File: src/design/gipm_pkg.sv
// Shared constants, types and the arctangent table of the ground-to-image map.
// Used by every module under design/.
`default_nettype none
package gipm_pkg;

   localparam int FRAC_BITS   = 16;
   localparam int ANGLE_GUARD = 4;
   localparam int ANG_FRAC    = 30;
   localparam int ANG_SH      = ANG_FRAC - FRAC_BITS - ANGLE_GUARD;
   localparam int OUT_SH      = FRAC_BITS + ANGLE_GUARD;

   localparam int CW     = 56;
   localparam int AW     = 34;
   localparam int SW     = 7;
   localparam int MSB_W  = 6;
   localparam int STEPS  = 30;
   localparam int NORM_MSB = 50;
   localparam int XR_SHIFT = 20;

   localparam int DIFF_W  = 33;
   localparam int FRAC_W  = 20;
   localparam int REF_W   = 21;
   localparam int NUM_W   = 26;
   localparam int RECIP_W = 31;
   localparam int PROD_W  = NUM_W + RECIP_W;
   localparam int HGT_W   = 31;
   localparam int GAIN_W  = 31;
   localparam int HPROD_W = HGT_W + GAIN_W;
   localparam int HPROD_SH = 10;

   localparam int NORM_LAT = 2;
   localparam int FRAC_LAT = 3;
   localparam int LATENCY  = 1 + NORM_LAT + STEPS + 1 + NORM_LAT + STEPS + FRAC_LAT;

   localparam logic [GAIN_W-1:0]   GAIN_Q30    = 31'd1768195363;
   localparam logic signed [AW-1:0] HALF_PI_Q30 = 34'sd1686629713;
   localparam logic signed [FRAC_W-1:0] FRAC_MAX = 20'sd524287;
   localparam logic [37:0] FRAC_MAX_MAG = 38'd524287;
   localparam logic [37:0] FRAC_MIN_MAG = 38'd524288;

   localparam logic signed [AW-1:0] ATAN_TABLE [STEPS] = '{
      34'sh03243F6A8 >> 0, 34'sh1DAC6705, 34'sh0FADBAFC, 34'sh07F56EA6, 34'sh03FEAB76,
      34'sh01FFD55B, 34'sh00FFFAAA, 34'sh007FFF55, 34'sh003FFFEA, 34'sh001FFFFD,
      34'sh000FFFFF, 34'sh0007FFFF, 34'sh0003FFFF, 34'sh0001FFFF, 34'sh0000FFFF,
      34'sh00007FFF, 34'sh00003FFF, 34'sh00001FFF, 34'sh00000FFF, 34'sh000007FF,
      34'sh000003FF, 34'sh000001FF, 34'sh000000FF, 34'sh0000007F, 34'sh0000003F,
      34'sh0000001F, 34'sh0000000F, 34'sh00000008, 34'sh00000004, 34'sh00000002
   };

   typedef enum logic [2:0] {
      REG_HEIGHT  = 3'd0,
      REG_FORWARD = 3'd1,
      REG_LATERAL = 3'd2,
      REG_PITCH   = 3'd3,
      REG_YAW     = 3'd4,
      REG_HALF_AP = 3'd5,
      REG_RECIP   = 3'd6
   } csr_index_type;

   typedef struct packed {
      logic                  valid;
      logic                  neg;
      logic                  degen;
      logic signed [SW-1:0]  shift;
      logic signed [AW-1:0]  az;
   } side_type;

endpackage
`default_nettype wire

File: src/design/gipm_frac.sv
// Three-stage angle-to-fraction unit: round and offset, scale, round and clip.
// Depends on gipm_pkg.
`default_nettype none
module gipm_frac (
   input  logic                                clock,
   input  logic signed [gipm_pkg::AW-1:0]      ang,
   input  logic signed [gipm_pkg::REF_W-1:0]   ref_ang,
   input  logic [gipm_pkg::RECIP_W-1:0]        recip,
   output logic signed [gipm_pkg::FRAC_W-1:0]  frac,
   output logic                                sat
);
   import gipm_pkg::*;

   logic signed [AW:0]      rnd;
   logic signed [NUM_W-1:0] num;
   logic [NUM_W-1:0]        mag_in, mag_ff;
   logic                    neg1_ff, neg2_ff;
   logic [PROD_W-1:0]       prod_ff;
   logic [PROD_W:0]         sum;
   logic [37:0]             q;
   logic signed [FRAC_W-1:0] frac_in, frac_ff;
   logic                    sat_in, sat_ff;

   always_comb begin
      rnd    = (AW+1)'(ang) + (AW+1)'(1 << (ANG_SH - 1));
      num    = NUM_W'(rnd >>> ANG_SH) - (NUM_W'(ref_ang) <<< ANGLE_GUARD);
      mag_in = num[NUM_W-1] ? NUM_W'(-num) : NUM_W'(num);
   end

   always_ff @(posedge clock) begin
      mag_ff  <= mag_in;
      neg1_ff <= num[NUM_W-1];
      prod_ff <= PROD_W'(mag_ff) * PROD_W'(recip);
      neg2_ff <= neg1_ff;
   end

   always_comb begin
      sum = (PROD_W+1)'(prod_ff) + (PROD_W+1)'(1 << (OUT_SH - 1));
      q   = 38'(sum >> OUT_SH);
      sat_in = 1'b0;
      if (!neg2_ff) begin
         if (q > FRAC_MAX_MAG) begin
            frac_in = FRAC_MAX;
            sat_in  = 1'b1;
         end else begin
            frac_in = FRAC_W'(q);
         end
      end else begin
         if (q > FRAC_MIN_MAG) begin
            frac_in = FRAC_W'(-FRAC_MIN_MAG);
            sat_in  = 1'b1;
         end else begin
            frac_in = FRAC_W'(-q);
         end
      end
   end

   always_ff @(posedge clock) begin
      frac_ff <= frac_in;
      sat_ff  <= sat_in;
   end

   assign frac = frac_ff;
   assign sat  = sat_ff;

endmodule
`default_nettype wire

File: config.mk
export PLATFORM = sky130hd
export DESIGN_NAME = gipm_frac
export DESIGN_NICKNAME = d
export VERILOG_FILES = /design/src/design/gipm_pkg.sv /design/src/design/gipm_frac.sv
export SDC_FILE = /design/constraint.sdc
export NUM_CORES = 2
export LEC_CHECK = 0
export ABC_CLOCK_PERIOD_IN_PS = 7800
export BUFFER_PORTS_ARGS = -buffer_cell sky130_fd_sc_hd__buf_4
export CAP_MARGIN = 40
export CORE_AREA = 3 3 252 254
export CTS_CLUSTER_DIAMETER = 30
export DETAILED_ROUTE_END_ITERATION = 16
export DIE_AREA = 0 0 255 257
export GPL_ROUTABILITY_DRIVEN = 0
export HOLD_SLACK_MARGIN = 0.15
export MAX_ROUTING_LAYER = met4
export PLACE_DENSITY_LB_ADDON = 0.15
export REMOVE_ABC_BUFFERS = 1
export SYNTH_ARGS = -nofsm -noshare
export SYNTH_HDL_FRONTEND = slang
export SYNTH_SLANG_ARGS = --single-unit
File: constraint.sdc
create_clock -name clock -period 7.8 [get_ports clock]
set_input_delay 1.56 -clock clock [delete_from_list [all_inputs] [get_ports clock]]
set_output_delay 1.56 -clock clock [all_outputs]
set_load 0.02 [all_outputs]
After elaboration in Yosys (flattened, before gate mapping) --
Cells that the tools add are included. Widths: inputs -> output; s select.
Word-level totals: register bits 106, output and inout port bits 21
Cells by class: magnitude comparators 2, add/subtract/negate cells 5, multipliers 1, muxes and demuxes 7
Operators with widths (number):
- $mux 20 | 3
- $add 57x20->58 const B | 1
- $mul 26x31->57 | 1
- $gt 38x19->1 const B | 1
- $gt 38x20->1 const B | 1
- $add 34x11->35 const B | 1
- $neg 26->26 | 1
- $sub 25x25->26 | 1
- $mux 25 | 1
- $neg 20->20 | 1
- $mux 1 | 3

Logic depth before layout (Yosys ltp) --
depth in word-level cells 4, gate-level depth with buffers 26, depth with buffers taken out 25

Worst setup path before layout --
Ideal clock, no wire load.
path type input to register, start point input port recip[9] (netlist bit), end point register prod_ff[45], slack -513 ps, stages on the path 25, required time 7694 ps, data arrival time 8207 ps, library setup time 106 ps, cell sequence clkbuf_1 -> nand2_1 -> fa_1 -> inv_1 -> fa_1 -> inv_1 -> fa_1 -> inv_1 -> fa_1 -> ha_1 -> fa_1 -> inv_1 -> fa_1 -> inv_1 -> ha_1 -> and3_1 -> a2111oi_0 -> o31a_1 -> a211oi_1 -> a211oi_1 -> o21ai_0 -> a31o_2 -> and2_1 -> or4b_2 -> o311ai_0
On the way: word-level cells in the longest chain between the ends 1
Ends and longest elaborated chain:
- start: declaration | line gipm_frac.sv:8 | input logic [gipm_pkg::RECIP_W-1:0] recip,
- $mul 26x31->57 | line gipm_frac.sv:33 | prod_ff <= PROD_W'(mag_ff) * PROD_W'(recip);
- end signal: assignment | line gipm_frac.sv:33
- end: declaration | line gipm_frac.sv:18 | logic [PROD_W-1:0] prod_ff;
Every way passes these cells. A chain may end at the register's enable or synchronous reset.

Final worst setup path --
start point input port recip[11] (netlist bit), end point register prod_ff[45]
Same word-level chain as after synthesis.

==> summary.md <==
| Metric | Value |
|---|---|
| Total number of cells along the worst setup path | 28 |
| Delay of the slowest cell on the worst path | 0.51 ns |
| Via density | 5.31 |
| Total Routing Usage GR | 27.3% |
| RSZ-0062 raised after global routing | true |
| Crit end category | register |
| Time the final worst path needs with I/O delays and setup | 7.81 ns |
| Maximum number of pins on one net before global-route repair | 28 |
| Insertion delay to the later sink of the worst-skew pair | 0.38 ns |
| Reg-to-reg startpoint | mag_ff[5] |
| Max-cap violation count | 0 |
| Root Driver | clkbuf_16 |
| Number of rows created at floorplan | 91 |
| Path depth of the worst reg2reg path | 24 |
| Max Fclk | 128 MHz |
| Worst setup endpoint | prod_ff[45] |
| Req. time, crit path | 8.08 ns |
| Die extent in y | 257 um |
| Clock transition at the registers of the reported paths | 0.08 ns |
| Starting Density | 49.9% |
| Share of flip-flops with an asynchronous set or reset after synthesis | 0% |
| Aggregate negative setup slack | -0.00548 ns |
| H-tree lvl count | 3 |
| Total wirelength of the detailed-routed design | 83.9 mm |
| Number of hold buffers added after cts | 0 |
| Data arrival time at the worst-slack endpoint | 8.08 ns |
| Average routed wire per standard cell | 18.6 um |
| Die boundary width | 255 um |
| Hold Slack | 0.467 ns |
| Final worst path period share | 100% |
| Tightest Hold Check Type | reg -> reg |
| Largest buffer count on any clock path | 2 |
| Post-Layout Inst Area | 0.0357 sq mm |
| Post-route DRC violation count | 0 |
| Internal reg-to-reg setup slack | 0.58 ns |
| Initial antenna violation count | 1 |
| Final number of max-transition violations | 0 |
| Crit path from | recip[11] |
| Buffers & Inverters on Critical Path | 9 |
| Fill cell total of the finished layout | 5426 |
| Crit Path Class | in -> reg |
| Fraction of layout instances using a drive strength above 1 | 15.3% |
| Violations in the final reports | negative setup slack |
| Slowest library cell on the worst path | fa_1 |
| Post-synthesis instance area | 0.0307 sq mm |
| Crit path setup slack, layout | -0.00548 ns |
| Post-route ant nets | 0 |
| Maximum fanout along the worst path | 4 |
| Seq/Total Area, Yosys | 5.68% |
| Reg-to-reg critical path endpoint | prod_ff[45] |
| Yosys synthesis warning count | 0 |
| Synth unique cells | 73 |
| Most used flip-flop cell after synthesis | dfxtp_1 |
| Number of sinks handled by clock tree synthesis | 87 |
| Kind of start point of the critical path | input port |
| TritonCTS clock tree | done |
| Iteration-0 DRC count of the detailed router | 1300 |
| Cell class contributing the biggest share of worst-path delay | adder cells |
| Transition time at the pin with the least slew margin | 0.869 ns |
| Clock buffer count from CTS | 9 |
| Normalized max-slew margin | 41.5% |
| Vias in the first global route | 26400 |
| Post-synth EDFFs | 0 |
| Flops & latches, synth | 87 |
| Count of input and output buffers | 98 |
| Finish-stage setup viols | 1 |
| Synth-to-layout area growth | 16.2% |
| Total placed instance area | 0.0339 sq mm |
| Fin Clk Skew | 0.0164 ns |
| Sum of overflow across all layers after global routing | 0 |
| # IOs | 108 |
| Gate count after technology mapping | 3475 |
| Pre-antenna DRT Iters | 6 |
| Vias post-DR | 24000 |
| Wire length of the first global-routing pass | 136 mm |
| Final net count | 4717 |
| Post-DP HPWL | 70.6 mm |
| Run status | finished, violations left |
| Syn Area/Cell | 8.83 sq um |
| DIE AREA | 0.0655 sq mm |
| Final count of hold timing violations | 0 |
| Core Footprint | 0.0615 sq mm |
| Cell repeated most along the worst path | fa_1 |
[kinds of logic after synthesis]
family,count (synthesis),synth area share (%)
and+or+nand+nor,1169,19.6
adders and majority gates,912,54.2
xor gates and xnor gates,126,3.60
DFF,87,5.68
buffers and inverters,926,11.4
AOI/OAI and AO/OA,249,5.36
muxes,6,0.212
[timing repair]
item / CTS / global route
setup endpoints to repair: 25 / 18
pin swaps: 127 / 130
resized for setup: 135 / 114
setup buffers: 14 / 16
cloned: 2 / 5
[stage by stage]
| stage | std cells | worst slack, ns | utilization [%] |
|---|---|---|---|
| 2_1_floorplan | 3314 | -0.262 | - |
| 3_3_place_gp | 4463 | -1.26 | 55.1 |
| 3_5_place_dp | 4463 | -1.40 | 55.1 |
| 4_1_cts | 4494 | 0.00609 | 56.9 |
| 5_1_grt | 4514 | -0.154 | 58.0 |
| 6_report | 4515 | -0.00548 | 58.0 |
[per-layer routing]
layer  wire length (um)  share of wire (%)  global-route usage (%)  vias to the layer above
met4               3520                4.2                    9.79                        0
met2              41700                 50                    46.3                      667
met3               4750                5.7                    4.01                      181
li1                   -                  -                       -                    10900
met1              34000                 40                    33.1                    12300
met5                  0                  0                       -                        -
[flip-flops by register name, indices dropped and copies added, names as in the netlist]
name and count:
prod_ff 38, mag_ff 26, frac 20, neg1_ff 1, neg2_ff 1, sat 1
[Yosys cell counts, types with 3 or more instances]
cell type / instances / area share, %
xor2_1: 42 / 1.2
o211ai_1: 3 / 0.073
and3_1: 20 / 0.41
nand4_1: 24 / 0.49
nand2b_1: 10 / 0.20
a211o_1: 5 / 0.14
a41oi_1: 5 / 0.14
and2_1: 440 / 9.0
nand3_1: 41 / 0.67
o31a_1: 3 / 0.086
o21bai_1: 8 / 0.20
inv_1: 765 / 9.4
or4_1: 5 / 0.12
nor2_1: 87 / 1.1
o21ai_0: 41 / 0.67
buf_2: 4 / 0.065
dfxtp_1: 87 / 5.7
a21oi_1: 80 / 1.3
or2_2: 4 / 0.082
a311oi_1: 9 / 0.26
a31o_2: 3 / 0.086
nor3_1: 29 / 0.47
or3_1: 11 / 0.22
fa_1: 694 / 45
a21boi_0: 3 / 0.073
a21o_1: 21 / 0.51
a211oi_1: 10 / 0.24
ha_1: 218 / 8.9
buf_6: 3 / 0.11
o21a_1: 10 / 0.24
nor2b_1: 10 / 0.20
a22oi_1: 5 / 0.12
nor4_1: 10 / 0.20
nor4b_1: 4 / 0.11
o2111ai_1: 4 / 0.11
xnor2_1: 84 / 2.4
and4_1: 9 / 0.26
clkbuf_1: 152 / 1.9
nand2_1: 450 / 5.5
a31oi_1: 10 / 0.20
[layout by cell type (no fill, tap or decap), types with 29 or more instances in the layout]
| master | n |
|---|---|
| xor2_1 | 42 |
| nor3_1 | 29 |
| xnor2_1 | 84 |
| a21oi_1 | 71 |
| dfxtp_1 | 87 |
| nand3_1 | 37 |
| inv_1 | 744 |
| buf_6 | 32 |
| buf_4 | 317 |
| nor2_1 | 81 |
| nand2_1 | 442 |
| o21ai_0 | 35 |
| fa_1 | 672 |
| and2_1 | 420 |
| ha_1 | 191 |
| buf_12 | 29 |
[worst min path at each step]
| stage | startpoint | to | slack, ns | cells after the start |
|---|---|---|---|---|
| after floorplan | neg1_ff | neg2_ff | 0.31 | 0 |
| after global placement | neg1_ff | neg2_ff | 0.47 | 0 |
| after detailed placement | neg1_ff | neg2_ff | 0.47 | 0 |
| after CTS | neg1_ff | neg2_ff | 0.48 | 0 |
| after global routing | neg1_ff | neg2_ff | 0.46 | 0 |
| final | neg1_ff | neg2_ff | 0.47 | 0 |
[area by class of cell]
type	instances	area [sq um]	share of cell area, %
inverters	765	2870	8.05
repair buffers	393	3630	10.2
clock inverters	7	72.6	0.203
multi-input cells	2462	26100	73.3
clock buffers	9	225	0.631
diodes	2	5.00	0.0140
well taps	790	988	2.77
flip-flops and latches	87	1740	4.88
[worst register-to-register path, cell delays in order, from the launching register on]
cell	delay [ns]
dfxtp_1	0.59
buf_4	0.28
nand2_1	0.09
fa_1	0.50
inv_1	0.05
fa_1	0.54
inv_1	0.06
fa_1	0.46
fa_1	0.51
fa_1	0.54
inv_2	0.04
fa_1	0.49
fa_1	0.53
ha_4	0.20
a2111oi_4	0.40
buf_4	0.18
o31a_1	0.19
a211oi_4	0.07
a211oi_2	0.22
buf_4	0.17
o21ai_4	0.06
a31o_2	0.25
and2_4	0.15
or4b_4	0.47
o311ai_2	0.08
Power is not shown: default switching activity piles up to over one toggle a cycle in this logic, so the estimate is an artifact.
