## src/design/gipm_pkg.sv

```systemverilog
// Shared constants, types and the arctangent table of the ground-to-image map.
// Used by every module under design/.
`default_nettype none
package gipm_pkg;

   localparam int FRAC_BITS   = 16;
   localparam int ANGLE_GUARD = 4;
   localparam int ANG_FRAC    = 30;
   localparam int ANG_SH      = ANG_FRAC - FRAC_BITS - ANGLE_GUARD;
   localparam int OUT_SH      = FRAC_BITS + ANGLE_GUARD;

   localparam int CW     = 56;
   localparam int AW     = 34;
   localparam int SW     = 7;
   localparam int MSB_W  = 6;
   localparam int STEPS  = 30;
   localparam int NORM_MSB = 50;
   localparam int XR_SHIFT = 20;

   localparam int DIFF_W  = 33;
   localparam int FRAC_W  = 20;
   localparam int REF_W   = 21;
   localparam int NUM_W   = 26;
   localparam int RECIP_W = 31;
   localparam int PROD_W  = NUM_W + RECIP_W;
   localparam int HGT_W   = 31;
   localparam int GAIN_W  = 31;
   localparam int HPROD_W = HGT_W + GAIN_W;
   localparam int HPROD_SH = 10;

   localparam int NORM_LAT = 2;
   localparam int FRAC_LAT = 3;
   localparam int LATENCY  = 1 + NORM_LAT + STEPS + 1 + NORM_LAT + STEPS + FRAC_LAT;

   localparam logic [GAIN_W-1:0]   GAIN_Q30    = 31'd1768195363;
   localparam logic signed [AW-1:0] HALF_PI_Q30 = 34'sd1686629713;
   localparam logic signed [FRAC_W-1:0] FRAC_MAX = 20'sd524287;
   localparam logic [37:0] FRAC_MAX_MAG = 38'd524287;
   localparam logic [37:0] FRAC_MIN_MAG = 38'd524288;

   localparam logic signed [AW-1:0] ATAN_TABLE [STEPS] = '{
      34'sh03243F6A8 >> 0, 34'sh1DAC6705, 34'sh0FADBAFC, 34'sh07F56EA6, 34'sh03FEAB76,
      34'sh01FFD55B, 34'sh00FFFAAA, 34'sh007FFF55, 34'sh003FFFEA, 34'sh001FFFFD,
      34'sh000FFFFF, 34'sh0007FFFF, 34'sh0003FFFF, 34'sh0001FFFF, 34'sh0000FFFF,
      34'sh00007FFF, 34'sh00003FFF, 34'sh00001FFF, 34'sh00000FFF, 34'sh000007FF,
      34'sh000003FF, 34'sh000001FF, 34'sh000000FF, 34'sh0000007F, 34'sh0000003F,
      34'sh0000001F, 34'sh0000000F, 34'sh00000008, 34'sh00000004, 34'sh00000002
   };

   typedef enum logic [2:0] {
      REG_HEIGHT  = 3'd0,
      REG_FORWARD = 3'd1,
      REG_LATERAL = 3'd2,
      REG_PITCH   = 3'd3,
      REG_YAW     = 3'd4,
      REG_HALF_AP = 3'd5,
      REG_RECIP   = 3'd6
   } csr_index_type;

   typedef struct packed {
      logic                  valid;
      logic                  neg;
      logic                  degen;
      logic signed [SW-1:0]  shift;
      logic signed [AW-1:0]  az;
   } side_type;

endpackage
`default_nettype wire

```

## src/design/gipm_norm.sv

```systemverilog
// Two-stage pair normalizer: leading-one search, then shift to the CORDIC range
// and quarter turn of left-half vectors. Depends on gipm_pkg.
`default_nettype none
module gipm_norm (
   input  logic                          clock,
   input  logic                          reset,
   input  logic signed [gipm_pkg::CW-1:0] in_x,
   input  logic signed [gipm_pkg::CW-1:0] in_y,
   input  gipm_pkg::side_type            in_side,
   output logic signed [gipm_pkg::CW-1:0] out_x,
   output logic signed [gipm_pkg::CW-1:0] out_y,
   output logic signed [gipm_pkg::AW-1:0] out_z,
   output gipm_pkg::side_type            out_side
);
   import gipm_pkg::*;

   logic [CW-1:0]        mag_x;
   logic [CW-1:0]        mag_y;
   logic [CW-1:0]        mag_or;
   logic [MSB_W-1:0]     msb_in;
   logic signed [CW-1:0] xa_ff, ya_ff;
   logic [MSB_W-1:0]     msb_ff;
   logic                 nz_ff;
   side_type             side_a_ff;

   logic [MSB_W-1:0]     amt;
   logic [SW-1:0]        shift_val;
   logic signed [CW-1:0] sx, sy;
   logic signed [CW-1:0] x_in, y_in;
   logic signed [AW-1:0] z_in;
   side_type             side_in;
   logic signed [CW-1:0] x_ff, y_ff;
   logic signed [AW-1:0] z_ff;
   side_type             side_ff;

   always_comb begin
      mag_x  = in_x[CW-1] ? CW'(-in_x) : CW'(in_x);
      mag_y  = in_y[CW-1] ? CW'(-in_y) : CW'(in_y);
      mag_or = mag_x | mag_y;
      msb_in = '0;
      for (int k = 0; k < CW; k++) begin
         if (mag_or[k]) msb_in = MSB_W'(k);
      end
   end

   always_ff @(posedge clock) begin
      xa_ff  <= in_x;
      ya_ff  <= in_y;
      msb_ff <= msb_in;
      nz_ff  <= |mag_or;
      if (reset) begin
         side_a_ff <= '0;
      end else begin
         side_a_ff <= in_side;
      end
   end

   always_comb begin
      shift_val = SW'(NORM_MSB) - {1'b0, msb_ff};
      if (!nz_ff) begin
         amt       = '0;
         sx        = xa_ff;
         sy        = ya_ff;
         shift_val = '0;
      end else if (msb_ff > MSB_W'(NORM_MSB)) begin
         amt = msb_ff - MSB_W'(NORM_MSB);
         sx  = xa_ff >>> amt;
         sy  = ya_ff >>> amt;
      end else begin
         amt = MSB_W'(NORM_MSB) - msb_ff;
         sx  = xa_ff <<< amt;
         sy  = ya_ff <<< amt;
      end
      if (sx[CW-1]) begin
         if (!sy[CW-1]) begin
            x_in = sy;
            y_in = -sx;
            z_in = HALF_PI_Q30;
         end else begin
            x_in = -sy;
            y_in = sx;
            z_in = -HALF_PI_Q30;
         end
      end else begin
         x_in = sx;
         y_in = sy;
         z_in = '0;
      end
      side_in       = side_a_ff;
      side_in.shift = shift_val;
   end

   always_ff @(posedge clock) begin
      x_ff <= x_in;
      y_ff <= y_in;
      z_ff <= z_in;
      if (reset) begin
         side_ff <= '0;
      end else begin
         side_ff <= side_in;
      end
   end

   assign out_x    = x_ff;
   assign out_y    = y_ff;
   assign out_z    = z_ff;
   assign out_side = side_ff;

endmodule
`default_nettype wire

```

## config.mk

```make
export PLATFORM = sky130hd
export DESIGN_NAME = gipm_norm
export DESIGN_NICKNAME = d
export VERILOG_FILES = /design/src/design/gipm_pkg.sv /design/src/design/gipm_norm.sv
export SDC_FILE = /design/constraint.sdc
export NUM_CORES = 2
export LEC_CHECK = 0
export BUFFER_PORTS_ARGS = -buffer_cell sky130_fd_sc_hd__buf_2
export CELL_PAD_IN_SITES_DETAIL_PLACEMENT = 1
export CELL_PAD_IN_SITES_GLOBAL_PLACEMENT = 1
export CORE_ASPECT_RATIO = 0.7
export CORE_MARGIN = 1.5
export CORE_UTILIZATION = 33
export CTS_CLUSTER_SIZE = 24
export DETAILED_ROUTE_END_ITERATION = 6
export HOLD_SLACK_MARGIN = 0.1
export PLACE_DENSITY_LB_ADDON = 0.1
export SLEW_MARGIN = 40
export SYNTH_ARGS = -nofsm -noshare
export SYNTH_HDL_FRONTEND = slang
export SYNTH_SLANG_ARGS = --single-unit
```

## constraint.sdc

```tcl
create_clock -name clock -period 8.1 [get_ports clock]
set_input_delay 0.81 -clock clock [delete_from_list [all_inputs] [get_ports clock]]
set_output_delay 0.81 -clock clock [all_outputs]
set_load 0.01 [all_outputs]
```

; Word level (Yosys, flattened, before mapping)
; Cells that the tools add are included.
[word_totals]
inputBits = 158
elab_cells = 107
regBits = 346
out_inout_bits = 190
[op_classes]
reduce_logical = 7
n_lt_le_gt_ge = 1
n_bitwise = 2
muxes = 65
shifts = 4
n_addsub = 7
[op_table]
columns = cell, count
row1 = $mux W56, 8
row2 = $neg A56 Y56, 4
row3 = $mux W6, 30
row4 = $sshl A56 B6 Y56, 2
row5 = $sshr A56 B6 Y56, 2
row6 = $mux W55, 2
row7 = $mux W5, 16
row8 = $or A56 B56 Y56, 1
row9 = $reduce_or A56 Y1, 1
row10 = $mux W34, 1
row11 = $reduce_or A24 Y1, 1
row12 = $mux W3, 4
row13 = $reduce_or A8 Y1, 1
row14 = $sub A6 B6 Y7 const A, 1
row15 = $gt A6 B6 Y1 const B, 1
row16 = $sub A6 B6 Y6 const A, 1
row17 = $sub A6 B6 Y6 const B, 1
row18 = $mux W2, 2
row19 = $reduce_or A2 Y1, 2
row20 = $reduce_or A4 Y1, 1
row21 = $mux W1, 2
row22 = $reduce_and A2 Y1, 1
row23 = $not A1 Y1, 1

; Depth between registers and ports, before layout
[depth]
ltp_word = 57
ltp_mapped = 29
depth_no_buf = 18

; Least setup slack after synthesis
; No wires, ideal clock.
[synth_path]
path_kind = flip-flop to flip-flop
start = register msb_ff[0]
end = register x_ff[53], in the netlist out_x[53]
path_slack_ns = 1.761
stages_incl_launch_ff = 25
arrival_time_ns = 6.219
t_required_ns = 7.980
n_path_buf = 12
setup_time_ns = 0.120
period_less_slack_ns = 6.339
path_cell_list = dfxtp_1 buf_4 buf_6 buf_6 buf_6 buf_6 buf_2 buf_2 clkinv_1 ha_1 buf_2 buf_2 buf_1 clkbuf_1 buf_1 mux4_2 mux4_2 mux2i_1 a22oi_1 nor3_1 nand4b_1 nor3_1 nand3_1 mux2i_1 a211o_1
[synth_between]
elab_chain_cells = 7
elab_cells_between_ends = 14
classes_between = 3 x add/sub / 1 x order compare / 4 x shift / 6 x mux
[synth_rtl]
columns = item, line_no
row1 = start: declaration, gipm_norm.sv:22  ; logic [MSB_W-1:0] msb_ff;
row2 = start signal: assignment, gipm_norm.sv:49  ; msb_ff <= msb_in;
row3 = "$sub A6 B6 Y6, on equally long branches", "gipm_norm.sv:70, gipm_norm.sv:66"
row4 = $sshl A56 B6 Y56 / $sshr A56 B6 Y56 (equally long branches), "gipm_norm.sv:72, gipm_norm.sv:68"
row5 = $mux W56, gipm_norm.sv:65  ; end else if (msb_ff > MSB_W'(NORM_MSB)) begin
row6 = $mux W56, gipm_norm.sv:60  ; if (!nz_ff) begin
row7 = $neg A56 Y56, gipm_norm.sv:80  ; x_in = -sy;
row8 = $mux W55, gipm_norm.sv:75  ; if (!sy[CW-1]) begin
row9 = $mux W55 *, gipm_norm.sv:74  ; if (sx[CW-1]) begin
row10 = via x_in[53], gipm_norm.sv:29  ; logic signed [CW-1:0] x_in, y_in;
row11 = end signal: assignment, gipm_norm.sv:94  ; x_ff <= x_in;
row12 = end: declaration, gipm_norm.sv:32  ; logic signed [CW-1:0] x_ff, y_ff;
; The timed path passes the listed nets; every way through them passes the cells marked *.
; A chain may end at the register's enable or synchronous reset.

; Worst setup path after layout
[layout_path]
start = register msb_ff[2]
end = register x_ff[44], in the netlist out_x[44]
; Same word-level chain as after synthesis.

==> flow_metrics.env <==
export IMPL_cts_root_buffer="clkbuf_16"
export IMPL_drc=3
export IMPL_crit_chain="buf_4 -> inv_1 -> ha_1 -> xnor2_2 -> buf_4 -> mux2_2 -> a2bb2oi_1 -> nor2_1 -> nor3_1 -> o22ai_1 -> nor3_1 -> nand2_1 -> or4_4 -> o31ai_1 -> xnor2_1 -> a21oi_1"
export IMPL_timing_worst_setup_path_type="register to register"
export IMPL_nets=3870
export IMPL_synth_area_mux_share_pct=29.96
export IMPL_finalCritPeriodShare_pct=83.25
export IMPL_clock_sinks=315
export IMPL_dpl_cell_area_um2=34030
export IMPL_crit_required_ps=8560
export IMPL_synth_simple_area_share_pct=17.34
export IMPL_gp_congestion=1.060
export IMPL_synth_top_area_share_pct=20.44
export IMPL_yosysMostFrequentCell="nor2_1"
export IMPL_syn_inst=3483
export IMPL_start_util_pct=33.44
export IMPL_worstSkewPairLatency_ps=600
export IMPL_timing_rr_end="out_x[44]"
export IMPL_cp_top_family="simple AND/OR/NAND/NOR gates"
export IMPL_synth_xor_area_share_pct=5.791
export IMPL_status="complete, but fails checks"
export IMPL_synth_top_family_by_area="multiplexers"
export IMPL_clk_pin_slew_ps=60
export IMPL_die_area_um2=95370
export IMPL_clockBufferDepth=3
export IMPL_r2r_cells=16
export IMPL_pin_count=348
export IMPL_yosysWarnings=0
export IMPL_post_route_min_period_ps=6744
export IMPL_maxCapViolCount=0
export IMPL_final_util_pct=38.31
export IMPL_wirelength_um=196500
export IMPL_dp_slack_ps=1673
export IMPL_die_x_um=368.5
export IMPL_relSlewSlack_pct=32.31
export IMPL_antenna_found_initial=16
export IMPL_worst_setup_path_end_kind="register"
export IMPL_rsz0062_at_grt="no"
export IMPL_async_reset_ff_share_pct=0
export IMPL_finClkSkew_ps=27.52
export IMPL_synth_top_cell_by_area="dfxtp_1"
export IMPL_syn_num_nets=3650
export IMPL_worst_path_buf_inv=3
export IMPL_grt_pass1_wl_um=269400
export IMPL_ant_nets=0
export IMPL_dp_hpwl_um=151000
export IMPL_ys_flop_type="dfxtp_1"
export IMPL_core_area_um2=92270
export IMPL_cts_resized=0
export IMPL_yosysUniqueCellTypes=106
export IMPL_drtIter0Drc=5219
export IMPL_synthToLayoutAreaGrowth_pct=14.57
export IMPL_synth_compound_area_share_pct=19.82
export IMPL_synthAdderAreaFrac_pct=0.3650
export IMPL_seq_area_um2=6330
export IMPL_worst_slack_ps=1356
export IMPL_power_density_nw_per_um2=213.4
export IMPL_cts_tree="done"
export IMPL_drive_gt1_share_pct=28.94
export IMPL_track_usage_pct=39.93
export IMPL_syn_avg_cell_area_um2=8.859
export IMPL_critPathSlowestCell="xnor2_2"
export IMPL_worstPathArrival_ps=7210
export IMPL_multi_input_area_um2=22930
export IMPL_finalSetupViolCount=0
export IMPL_io_buffer_count=340
export IMPL_yosysSeqAreaShare_pct=20.44
export IMPL_fin_area_um2=35350
export IMPL_slowest_delay_ps=760
export IMPL_slew_violations=0
export IMPL_vias=34274
export IMPL_finalSetupTns_ps=0
export IMPL_synth_edf_count=0
export IMPL_grt_pass1_vias=33035
export IMPL_hold_class="primary input to register"
export IMPL_die_h_um=258.8
export IMPL_netlist_area_um2=30850
export IMPL_power_w=0.007544
export IMPL_yosys_top_cells_area="dfxtp_1 (20%), mux4_2 (18%), mux2i_1 (6.0%)"
export IMPL_drt_pre_antenna_iters=5
export IMPL_hold_depth=1
export IMPL_path_max_fanout=25
export IMPL_synthTopCellsByCount="nor2_1 (317), dfxtp_1 (315), mux4_2 (249)"
export IMPL_final_hold_viol_count=0
export IMPL_crit_cells=16
export IMPL_vias_per_cell=6.871
export IMPL_n_fill_cell=10673
export IMPL_grt_max_degree=130
export IMPL_max_freq_ghz=0.1483
export IMPL_htreeDepth=2
export IMPL_failed_checks="DRC"
export IMPL_wl_per_cell_um=39.40
export IMPL_start_kind="register"
export IMPL_p_leak_nw=13.59
export IMPL_ys_ff_latch=315
export IMPL_ff2ff_setup_slack_ps=1360
export IMPL_cts_buffers=34
export IMPL_rows=93
export IMPL_tightestPinTransition_ps=1015
export IMPL_cts_hold_buf=0
export IMPL_min_to="xa_ff[5]"
export IMPL_r2r_start="msb_ff[2]"
export IMPL_peakVddDrop_mv=0.1464
export IMPL_overflow=0
export IMPL_post_cts_buffers=0
export IMPL_hp_start="in_x[5]"
## flip-flops by register name, indices dropped and copies added (netlist names)
signal     count
out_x         56
out_side      44
nz_ff          1
ya_ff         56
out_z          3
side_a_ff     37
msb_ff         6
xa_ff         56
out_y         56
## power breakdown
part,switching [W],internal (W)
Sequential,0.000217,0.00176
Combinational,0.00244,0.00144
Clock,0.000727,0.000968
## cell type report
class / count / share of cell area [%]
diodes: 24 / 0.1699
clock buffers: 40 / 2.612
clock inverters: 22 / 0.7999
inverters: 75 / 0.8034
multi-input cells: 2774 / 64.85
flip-flops and latches: 315 / 17.91
well taps: 1235 / 4.371
repair buffers: 503 / 8.487
## layer usage
metal / global-route usage, % / vias up / part of all wire, %
met1: 55.88 / 17494 / 43
met4: 17.80 / 10 / 5.2
met2: 53.71 / 2451 / 39
met3: 15.09 / 529 / 13
met5: 0.2959 / - / 0.051
li1: - / 13790 / -
## metrics by stage
stage / instances / hold WS, ps
after floorplan: 3483 / 413.8
after global placement: 4897 / 417.1
after detailed placement: 4900 / 423.6
after CTS: 4962 / 337.2
after global routing: 4965 / 356.3
final: 4988 / 360.0
## worst register-to-register path: stages, from the launching register on
cell       delay, ps
dfxtp_1          310
buf_4            240
inv_1            140
ha_1             410
xnor2_2          770
buf_4            490
mux2_2           420
a2bb2oi_1        390
nor2_1           110
nor3_1           590
o22ai_1          220
nor3_1           690
nand2_1          310
or4_4            610
o31ai_1          640
xnor2_1          190
a21oi_1           90
## layout by cell type, fill, tap and decap left out, types with 37 or more instances in the layout
cell and count:
inv_1 67, o31ai_1 56, mux2i_1 184, nand3_1 48, o211ai_1 42, nor2_1 313
mux4_2 249, o21ai_0 159, buf_2 342, nor2b_1 98, dfxtp_1 302, a21oi_1 224
a31oi_1 51, nand2_1 239, a211oi_1 37, xnor2_1 86, nor3_1 82, mux2_2 135
nand4_1 41, buf_4 154, xor2_1 114
## worst max path at each step
stage / from / end / slack [ps]
floorplan: msb_ff[0] / out_x[53] / 1760
global placement: msb_ff[1] / out_x[44] / 1810
detailed placement: msb_ff[1] / out_x[44] / 1670
CTS: msb_ff[1] / out_x[44] / 1660
global route: msb_ff[2] / out_x[44] / 1340
finish: msb_ff[2] / out_x[44] / 1360
## cells by family (layout without fill, tap and decap cells)
kind of cell / count (synthesis) / after routing
adders and majority gates: 9 / 9
DFF: 315 / 315
buffers and inverters: 394 / 640
AOI/OAI and AO/OA: 917 / 917
other: 0 / 24
muxes: 582 / 582
and+or+nand+nor: 1062 / 1062
xor gates and xnor gates: 204 / 204
(Power assumes the default switching activity.)
